==> src/hdl/stable_priority_queue_macros.svh <==
// Assertion macros used by the priority queue top level.
`ifndef STABLE_PRIORITY_QUEUE_MACROS_SVH
`define STABLE_PRIORITY_QUEUE_MACROS_SVH

// Same-cycle implication, checked out of reset.
`define SPQ_ASSERT_NOW(label, ante, cons) \
  label: assert property (@(posedge clk) disable iff (!rst_n) (ante) |-> (cons)) \
    else $error("%m: check failed");

// Next-cycle implication, checked out of reset.
`define SPQ_ASSERT_NEXT(label, ante, cons) \
  label: assert property (@(posedge clk) disable iff (!rst_n) (ante) |=> (cons)) \
    else $error("%m: check failed");

`endif

==> src/hdl/spq_pkg.sv <==
// Types and constants of the stable priority queue.
package spq_pkg;

  localparam int QUEUE_DEPTH_DEF = 16;
  localparam int TAG_BITS_DEF    = 16;

  localparam int TAG_FIELD_W   = 16;
  localparam int CLASS_W       = 2;
  localparam int STATUS_W      = 2;
  localparam int COUNT_FIELD_W = 5;

  typedef enum logic {
    CMD_PUSH = 1'b0,
    CMD_POP  = 1'b1
  } cmd_t;

  typedef enum logic [STATUS_W-1:0] {
    ST_DONE  = 2'd0,
    ST_EMPTY = 2'd1,
    ST_FULL  = 2'd2
  } status_t;

  // Operation broadcast to every cell of the chain.
  typedef struct packed {
    logic               push;
    logic               pop;
    logic [CLASS_W-1:0] cls;
  } spq_op_t;

endpackage

==> src/hdl/spq_cell.sv <==
// One slot of the queue chain: holds a tag and class, shifts with its neighbors.
module spq_cell import spq_pkg::*; #(
  parameter int TAG_BITS = TAG_BITS_DEF
) (
  input  logic                clk,
  input  spq_op_t             op,
  input  logic [TAG_BITS-1:0] new_tag,
  input  logic                occ,
  input  logic                prev_keep,
  input  logic [TAG_BITS-1:0] prev_tag,
  input  logic [CLASS_W-1:0]  prev_cls,
  input  logic [TAG_BITS-1:0] next_tag,
  input  logic [CLASS_W-1:0]  next_cls,
  output logic                keep,
  output logic [TAG_BITS-1:0] tag_q,
  output logic [CLASS_W-1:0]  cls_q
);

  logic [TAG_BITS-1:0] slot_tag_r, slot_tag_nxt;
  logic [CLASS_W-1:0]  slot_cls_r, slot_cls_nxt;

  // An occupied slot of equal or higher urgency stays ahead of the new word.
  assign keep = occ && (slot_cls_r <= op.cls);

  always_comb begin
    slot_tag_nxt = slot_tag_r;
    slot_cls_nxt = slot_cls_r;
    if (op.push && !keep) begin
      if (prev_keep) begin
        slot_tag_nxt = new_tag;
        slot_cls_nxt = op.cls;
      end else begin
        slot_tag_nxt = prev_tag;
        slot_cls_nxt = prev_cls;
      end
    end else if (op.pop) begin
      slot_tag_nxt = next_tag;
      slot_cls_nxt = next_cls;
    end
  end

  always_ff @(posedge clk) begin
    slot_tag_r <= slot_tag_nxt;
    slot_cls_r <= slot_cls_nxt;
  end

  assign tag_q = slot_tag_r;
  assign cls_q = slot_cls_r;

endmodule

==> src/hdl/stable_priority_queue.sv <==
// Top level of the stable four-class priority queue.
// Bounded priority queue of QUEUE_DEPTH entries kept in service order, head
// first, in a chain of slot cells. A push (command 0) inserts the tag behind
// every stored entry of equal or more urgent class (class 0 most urgent), so
// each class is first in, first out; a pop (command 1) removes the head.
// Every accepted command gives one result word on the out_ ports in the next
// cycle, marked by out_strobe for a single cycle; the receiver cannot stall,
// so it must take that word then. All slots compare against the new class and
// shift in the same cycle, so one command is taken every cycle and busy stays
// low. A push on a full queue is dropped with status 2; a pop on an empty
// queue is ignored with status 1. out_entry_count is the occupancy after the
// command, kept to its low five bits.
module stable_priority_queue import spq_pkg::*; #(
  parameter int QUEUE_DEPTH = QUEUE_DEPTH_DEF,
  parameter int TAG_BITS    = TAG_BITS_DEF
) (
  input  logic                     clk,
  input  logic                     rst_n,
  input  logic                     start,
  output logic                     busy,
  input  logic                     in_command,
  input  logic [TAG_FIELD_W-1:0]   in_item_tag,
  input  logic [CLASS_W-1:0]       in_urgency_class,
  output logic                     out_strobe,
  output logic                     out_popped_valid,
  output logic [TAG_FIELD_W-1:0]   out_popped_tag,
  output logic [CLASS_W-1:0]       out_popped_class,
  output logic [STATUS_W-1:0]      out_status,
  output logic [COUNT_FIELD_W-1:0] out_entry_count
);

`include "stable_priority_queue_macros.svh"

  localparam int COUNT_W = $clog2(QUEUE_DEPTH + 1);

  logic [COUNT_W-1:0] count_r, count_nxt;
  logic               accept, is_pop, full, empty, do_push, do_pop;
  spq_op_t            op;

  logic [TAG_FIELD_W+TAG_BITS-1:0] in_tag_ext;
  logic [TAG_BITS-1:0]             new_tag;
  logic [TAG_FIELD_W+TAG_BITS-1:0] head_tag_ext;
  logic [COUNT_W+COUNT_FIELD_W-1:0] count_ext;

  logic [TAG_BITS-1:0] cell_tag  [QUEUE_DEPTH];
  logic [CLASS_W-1:0]  cell_cls  [QUEUE_DEPTH];
  logic                cell_keep [QUEUE_DEPTH];
  logic                cell_occ  [QUEUE_DEPTH];

  logic                    out_strobe_r, out_popped_valid_r;
  logic [TAG_FIELD_W-1:0]  out_popped_tag_r;
  logic [CLASS_W-1:0]      out_popped_class_r;
  status_t                 out_status_r, status_nxt;
  logic [COUNT_FIELD_W-1:0] out_entry_count_r;

  // The chain takes a command every cycle.
  assign busy   = 1'b0;
  assign accept = start && !busy;
  assign is_pop = (cmd_t'(in_command) == CMD_POP);
  assign full   = (count_r == COUNT_W'(QUEUE_DEPTH));
  assign empty  = (count_r == '0);

  assign do_push = accept && !is_pop && !full;
  assign do_pop  = accept && is_pop && !empty;

  assign in_tag_ext = {{TAG_BITS{1'b0}}, in_item_tag};
  assign new_tag    = in_tag_ext[TAG_BITS-1:0];

  assign op.push = do_push;
  assign op.pop  = do_pop;
  assign op.cls  = in_urgency_class;

  always_comb begin
    count_nxt = count_r;
    if (do_push) begin
      count_nxt = count_r + COUNT_W'(1);
    end else if (do_pop) begin
      count_nxt = count_r - COUNT_W'(1);
    end
  end

  always_comb begin
    status_nxt = ST_DONE;
    if (is_pop && empty) begin
      status_nxt = ST_EMPTY;
    end else if (!is_pop && full) begin
      status_nxt = ST_FULL;
    end
  end

  for (genvar i = 0; i < QUEUE_DEPTH; i++) begin : g_cell
    logic                prev_keep;
    logic [TAG_BITS-1:0] prev_tag, next_tag;
    logic [CLASS_W-1:0]  prev_cls, next_cls;

    assign cell_occ[i] = (COUNT_W'(i) < count_r);

    if (i == 0) begin : g_head
      assign prev_keep = 1'b1;
      assign prev_tag  = new_tag;
      assign prev_cls  = in_urgency_class;
    end else begin : g_body
      assign prev_keep = cell_keep[i-1];
      assign prev_tag  = cell_tag[i-1];
      assign prev_cls  = cell_cls[i-1];
    end

    // The tail cell holds on pop; its stale word lies beyond the count.
    if (i == QUEUE_DEPTH - 1) begin : g_tail
      assign next_tag = cell_tag[i];
      assign next_cls = cell_cls[i];
    end else begin : g_mid
      assign next_tag = cell_tag[i+1];
      assign next_cls = cell_cls[i+1];
    end

    spq_cell #(
      .TAG_BITS (TAG_BITS)
    ) u_cell (
      .clk       (clk),
      .op        (op),
      .new_tag   (new_tag),
      .occ       (cell_occ[i]),
      .prev_keep (prev_keep),
      .prev_tag  (prev_tag),
      .prev_cls  (prev_cls),
      .next_tag  (next_tag),
      .next_cls  (next_cls),
      .keep      (cell_keep[i]),
      .tag_q     (cell_tag[i]),
      .cls_q     (cell_cls[i])
    );
  end

  assign head_tag_ext = {{TAG_FIELD_W{1'b0}}, cell_tag[0]};
  assign count_ext    = {{COUNT_FIELD_W{1'b0}}, count_nxt};

  always_ff @(posedge clk) begin
    if (!rst_n) begin
      count_r      <= '0;
      out_strobe_r <= 1'b0;
    end else begin
      count_r      <= count_nxt;
      out_strobe_r <= accept;
    end
  end

  // Result word payload; zero the popped fields unless an entry left.
  always_ff @(posedge clk) begin
    if (accept) begin
      out_popped_valid_r <= do_pop;
      out_popped_tag_r   <= do_pop ? head_tag_ext[TAG_FIELD_W-1:0] : '0;
      out_popped_class_r <= do_pop ? cell_cls[0] : '0;
      out_status_r       <= status_nxt;
      out_entry_count_r  <= count_ext[COUNT_FIELD_W-1:0];
    end
  end

  assign out_strobe       = out_strobe_r;
  assign out_popped_valid = out_popped_valid_r;
  assign out_popped_tag   = out_popped_tag_r;
  assign out_popped_class = out_popped_class_r;
  assign out_status       = out_status_r;
  assign out_entry_count  = out_entry_count_r;

  `SPQ_ASSERT_NOW(a_count_bound, 1'b1, count_r <= COUNT_W'(QUEUE_DEPTH))
  `SPQ_ASSERT_NEXT(a_push_grows, do_push, count_r == $past(count_r) + COUNT_W'(1))
  `SPQ_ASSERT_NEXT(a_one_word_per_cmd, 1'b1, out_strobe == $past(accept))
  `SPQ_ASSERT_NOW(a_pop_done, out_strobe && out_popped_valid, out_status == ST_DONE)
  `SPQ_ASSERT_NOW(a_head_order, count_r >= COUNT_W'(2), cell_cls[0] <= cell_cls[1])

endmodule

==> config.mk <==
export PLATFORM = sky130hd
export DESIGN_NAME = stable_priority_queue
export DESIGN_NICKNAME = d
export VERILOG_FILES = /design/src/hdl/spq_pkg.sv /design/src/hdl/spq_cell.sv /design/src/hdl/stable_priority_queue.sv
export VERILOG_INCLUDE_DIRS = /design/src /design/src/hdl
export SDC_FILE = /design/constraint.sdc
export NUM_CORES = 1
export LEC_CHECK = 0
export CAP_MARGIN = 30
export CORE_MARGIN = 3
export CORE_UTILIZATION = 69
export DETAILED_ROUTE_END_ITERATION = 7
export DONT_BUFFER_PORTS = 1
export PLACE_DENSITY = 0.95
export SKIP_CTS_REPAIR_TIMING = 1
export SYNTH_ARGS = -nofsm -noshare
export SYNTH_HDL_FRONTEND = slang
export SYNTH_SLANG_ARGS = --single-unit
==> constraint.sdc <==
create_clock -name clk -period 6.3 [get_ports clk]
set_input_delay 0.315 -clock clk [delete_from_list [all_inputs] [get_ports clk]]
set_output_delay 0.315 -clock clk [all_outputs]
set_load 0.02 [all_outputs]
======== Yosys cells after proc, flatten, opt, wreduce, memory -nomap -nowiden ========
Index checks and enable logic that the tools add are counted.
operators by class
  add/sub/neg operators ................... 2
  order comparisons ....................... 32
  eq/ne operators ......................... 1
  mux-type cells .......................... 93
  reductions and logical operators ........ 73
operators by type and width
  cell                 count
  $mux 16              45
  $mux 2               46
  $lt 4x5->1 const A   8
  $logic_and 1x1->1    38
  $le 2x2->1           16
  $reduce_bool 2->1    15
  $lt 3x5->1 const A   4
  $logic_not 1->1      19
  $lt 1x5->1 const A   2
  $lt 2x5->1 const A   2
  $mux 5               2
  $add 5x1->5 const B  1
  $eq 5x5->1 const B   1
  $logic_not 5->1      1
  $sub 5x1->5 const B  1
storage, ports and cells
  register bits after elaboration ......... 320
  input bits .............................. 22
  output and inout port bits .............. 28
  word-level logic and storage cells ...... 240

======== Longest topological paths before layout ========
  word-level depth ........................ 5
  depth in mapped cells ................... 10

======== Hierarchy ========
Synthesis repeated with hierarchy kept, for this count alone.
second synthesis, totals
  cell total of the unflattened synthesis .. 1213
  area, all modules ....................... 19125.8 um^2
modules (own cells, without submodules)
  module                 instances  cells each  area each (um^2)  seq. area each (um^2)
  spq_cell               16         68          1099.8            540.5
  stable_priority_queue  1          125         1529.0            900.9

======== Worst setup path after synthesis ========
Ideal clock, no wire load.
  kind .................................... in2reg
  from .................................... input port in_urgency_class[1]
  to ...................................... register g_cell[10].u_cell.slot_cls_r[0], enable pin
  library setup time ...................... 418 ps
  data arrival time ....................... 2940 ps
  required time ........................... 5882 ps
  slack ................................... 2942 ps
  stages .................................. 8
  cell sequence ........................... inv_1 ha_1 nand2_1 o21ai_0 and2_1 buf_2 buf_2 o21ai_0
on the way
  cells in the longest elaborated chain, start to end .. 5
RTL lines
  element                             line                         text
  from (decl)                         stable_priority_queue.sv:23  input logic [CLASS_W-1:0] in_urgency_class,
  $le 2x2->1                          spq_cell.sv:23               assign keep = occ && (slot_cls_r <= op.cls);
  $logic_and 1x1->1                   spq_cell.sv:23
  $logic_not 1->1                     spq_cell.sv:28               if (op.push && !keep) begin
  $logic_and 1x1->1                   spq_cell.sv:28
  $reduce_bool 2->1 (no source line)  --
  to (signal assigned)                spq_cell.sv:44               slot_cls_r <= slot_cls_nxt;
  to (decl)                           spq_cell.sv:20               logic [CLASS_W-1:0] slot_cls_r, slot_cls_nxt;
Every way passes these cells.
A chain may end at the register's enable or synchronous reset.

======== Final worst setup path ========
  from .................................... register count_r[1]
  to ...................................... register g_cell[5].u_cell.slot_tag_r[3], enable pin
on the way
  cells in the longest elaborated chain, start to end .. 5
  elaborated cells on any way between the ends .. 11
  those cells by class .................... 1 x order compare; 1 x eq/ne; 9 x reduce/logical
RTL lines
  element                                                      line                                                      text
  from (decl)                                                  stable_priority_queue.sv:36                               logic [COUNT_W-1:0] count_r, count_nxt;
  from (signal assigned)                                       stable_priority_queue.sv:143                              count_r <= count_nxt;
  $lt 3x5->1 / $eq 5x5->1 (equally long branches)              stable_priority_queue.sv:96, stable_priority_queue.sv:60
  $logic_and 1x1->1 / $logic_not 1->1 (equally long branches)  spq_cell.sv:23, stable_priority_queue.sv:63
  $logic_not 1->1 / $logic_and 1x1->1 (equally long branches)  spq_cell.sv:28, stable_priority_queue.sv:63
  $logic_and 1x1->1                                            spq_cell.sv:28
  $reduce_bool 2->1 (no source line) (*)                       --
  to (signal assigned)                                         spq_cell.sv:43                                            slot_tag_r <= slot_tag_nxt;
  to (decl)                                                    spq_cell.sv:19                                            logic [TAG_BITS-1:0] slot_tag_r, slot_tag_nxt;
Mark *: on every way between the ends. The rest lies on a longest branch, timed or not.

==> qor.csv <==
stage;metric;value;unit
synth;dominant cells by area after synthesis;edfxtp_1 57%, mux2i_1 13%, a21oi_1 6.6%, nor2_1 5.8%, ha_1 2.7%;
timing;RSZ-0062 raised after global routing;no;
drt;WL/cell;26.4;microns
worst_hold_path;HP Start;in_item_tag[12];
final_layout;utilization of the core after routing;76.0;%
drt;vias per cell;7.03;
run_status;failing checks;negative hold slack;
timing;setup violators final;0;
placement;GPL Wtd Cong;0.942;
global_routing;vias in the first global route;11600;
placement;placed cell count;1708;
timing;Peak Freq;250;MHz
final_layout;nets;1500;
power_and_ir_drop;P_leak;0.00766;uW
final_layout;Post-Layout Cell Count;1786;
drt;post-route ant nets;0;
synth;mean area per synthesized cell;11.4;sq um
clock_network;CTS tree;yes;
global_routing;first-pass GRT wire length;66100;microns
synth;post-synthesis net count;1523;
synth;cell area after technology mapping;16600;sq um
global_routing;GR Util All Layers;32.7;%
timing;final hold slack;-0.00480;ns
die;Die Width;161;microns
die;row cnt;56;
clock_network;Clock Tree Buf Depth;3;
timing;Max Slew Vio Count;0;
drt;vias after detailed routing;12600;
placement;Port Buffers;0;
setup_path;Buf+Inv Stages, Crit Path;1;
clock_network;Clock transition at path regs;0.09;ns
setup_path;worst reg2reg endpoint;g_cell[5].u_cell.tag_q[3];
setup_path;crit-path max cell delay;0.98;ns
final_layout;share of cells above drive strength 1;8.74;%
die;I/O pin count;50;
setup_path;Critical Path Source Type;flop;
clock_network;Clock Sinks;320;
drt;# DRC;0;
synth;Synth Warn #;0;
clock_network;Worst-Skew Late Latency;0.59;ns
synth;largest family of logic cells by synthesized area;multiplexers;
synth;dominant cell type by area after synthesis;edfxtp_1;
die;core area;23600;sq um
synth;post-synthesis async set-or-reset flop share;0;%
setup_path;R2R Setup Slk;2.30;ns
placement;final HPWL from detailed placement;27100;microns
final_layout;Syn-to-layout area delta;7.78;%
run_status;status;finished, violations left;
setup_path;Setup crit end kind;flop;
setup_path;worst path required time;6.48;ns
global_routing;met2 usage;50.1;%
global_routing;GRT Max-Usage Layer;met2;
drt;drt first pass iters;8;
clock_network;CTS root buf;clkbuf_16;
timing;Final Hold Fails;1;
setup_path;WS Path Type;reg2reg;
synth;count leader, synth;edfxtp_1;
timing;fin crit period;4.00;ns
worst_hold_path;Worst Hold End;g_cell[0].u_cell.tag_q[12];
timing;clock skew;0.0393;ns
clock_network;htree depth;1;
synth;Primary FF master, synth;edfxtp_1;
setup_path;worst-path cell chain;inv_1 -> ha_1 -> nand4bb_1 -> nand3b_2 -> a21oi_4 -> nand2b_1;
synth;mux contribution to synthesized area;15.4;%
setup_path;slowest CP cell;a21oi_4;
die;effective utilization at floorplan;70.5;%
synth;Seq/Total Area, Yosys;57.4;%
timing;Rel. slew slack;25.1;%
setup_path;r2r startpoint;count_r[1];
setup_path;worst path arrival time;4.18;ns
synth;Synth Area in Compound Gates;9.83;%
die;Die Area;26000;sq um
worst_hold_path;Tightest Hold Check Type;in2reg;
timing;Post-Route Setup TNS;0;ns
clock_network;total CTS buffers;31;
synth;list of most frequent post-synthesis cells;314 x edfxtp_1, 258 x nor2_1, 219 x a21oi_1, 217 x mux2i_1, 101 x nand2_1;
placement;area post-placement;16700;sq um
synth;Simple-Gate Fraction of Synth Area;11.1;%
setup_path;CP delay by family, top;simple AND/OR/NAND/NOR gates;
global_routing;largest net degree at the start of global routing;38;
die;die height;161;microns
global_routing;grt total ovfl;0;
global_routing;initial antenna violation count;0;
drt;Total Wirelength;47100;microns
synth;#FFs+latches synth;320;
global_routing;met1 Use GR;44.2;%
final_layout;Non-Filler Cell Area, Final;17900;sq um
timing;final worst-path cycle share;63.5;%
setup_path;Reg2Reg Depth;6;
timing;slew of the pin with the lowest slew margin;1.12;ns
synth;Post-Synth XOR/XNOR Area;0.210;%
job;total of max-cap violations;0;
synth;Syn Inst Count;1465;
global_routing;GRT met3 Usage;7.80;%
synth;EDFF count, synth;314;
synth;area share of the largest cell type after synthesis;56.6;%
synth;Synth cell types;42;
synth;adder and majority gate portion of the synthesized area;2.71;%
setup_path;Critical Path Fanout Max;37;
drt;Starting DRT DRC Count;2534;
power_and_ir_drop;P per Cell Area;448;nW/um^2
worst_hold_path;hold path depth;1;
power_and_ir_drop;VDD IR max;0.000243;V
-- cell type report --
cell class | count | area (sq um)
Clock buffer | 40 | 840
Tap cell | 319 | 399
Multi-Input combinational cell | 1029 | 6540
Timing Repair Buffer | 37 | 335
Sequential cell | 320 | 9550
Inverter | 23 | 86.3
Clock inverter | 16 | 190
Antenna cell | 2 | 5.00
Fill cell | 1269 | 5670
-- registers in the layout, summed over array words and instances (netlist names), 2 cells and up --
| signal | cells |
|---|---|
| out_popped_tag | 16 |
| out_status | 2 |
| g_cell.u_cell.tag_q | 256 |
| out_popped_class | 2 |
| g_cell.u_cell.cls_q | 32 |
| out_entry_count | 5 |
| count_r | 5 |
-- how the worst max path moves through the flow --
stage                        start                          to  slack, ns  depth (start not counted)
6_report                count_r[1]   g_cell[5].u_cell.tag_q[3]       2.30                          6
4_1_cts                 count_r[1]  g_cell[5].u_cell.tag_q[15]       2.52                          6
5_1_grt                 count_r[1]   g_cell[5].u_cell.tag_q[3]       2.22                          6
2_1_floorplan  in_urgency_class[1]  g_cell[10].u_cell.cls_q[0]       2.94                          8
3_5_place_dp            count_r[1]   g_cell[5].u_cell.tag_q[8]       2.69                          6
3_3_place_gp   in_urgency_class[1]  g_cell[0].u_cell.tag_q[11]       2.83                          7
-- worst register-to-register path, cell delays in order (launching register included) --
cell       delay (ns)
dfxtp_1          0.49
inv_1            0.19
ha_1             0.28
nand4bb_1        0.20
nand3b_2         0.63
a21oi_4          1.00
nand2b_1         0.78
-- kinds of logic after synthesis --
| group | after synthesis |
|---|---|
| xor+xnor | 4 |
| simple gates | 435 |
| fa+ha+maj | 36 |
| flops | 320 |
| buf+inv | 116 |
| other cells | 1 |
| mux | 252 |
| compound gates | 301 |
-- report_power, final --
group | total (uW) | internal [uW] | switching, uW
logic | 2420 | 897 | 1520
registers | 3690 | 3210 | 483
clock network | 1920 | 1100 | 819
-- cells in the final DEF (no fill, tap or decap), drive strengths merged, types with 10 or more instances in the layout --
master,n
inv,23
a21oi,233
edfxtp,314
mux2i,217
buf,17
dlygate4sd3,20
nor2,259
nand2,112
clkbuf,40
ha,36
o21ai,24
and2,25
clkinv,10
nand2b,14
mux2,35
a31oi,37
nor2b,16
-- through the flow --
stage               total power [uW]  setup WS, ns
CTS                             7830          2.52
floorplan                       5300          2.94
detailed placement              5890          2.69
global placement                5720          2.83
finish                          8030          2.30
global route                    8300          2.22
-- layer usage --
metal	up-vias	part of all wire, %
met4	0	6.9
li1	5261	-
met5	-	0
met1	5809	34
met3	231	15
met2	1255	44
No activity file was read; power rests on OpenSTA's default activity.
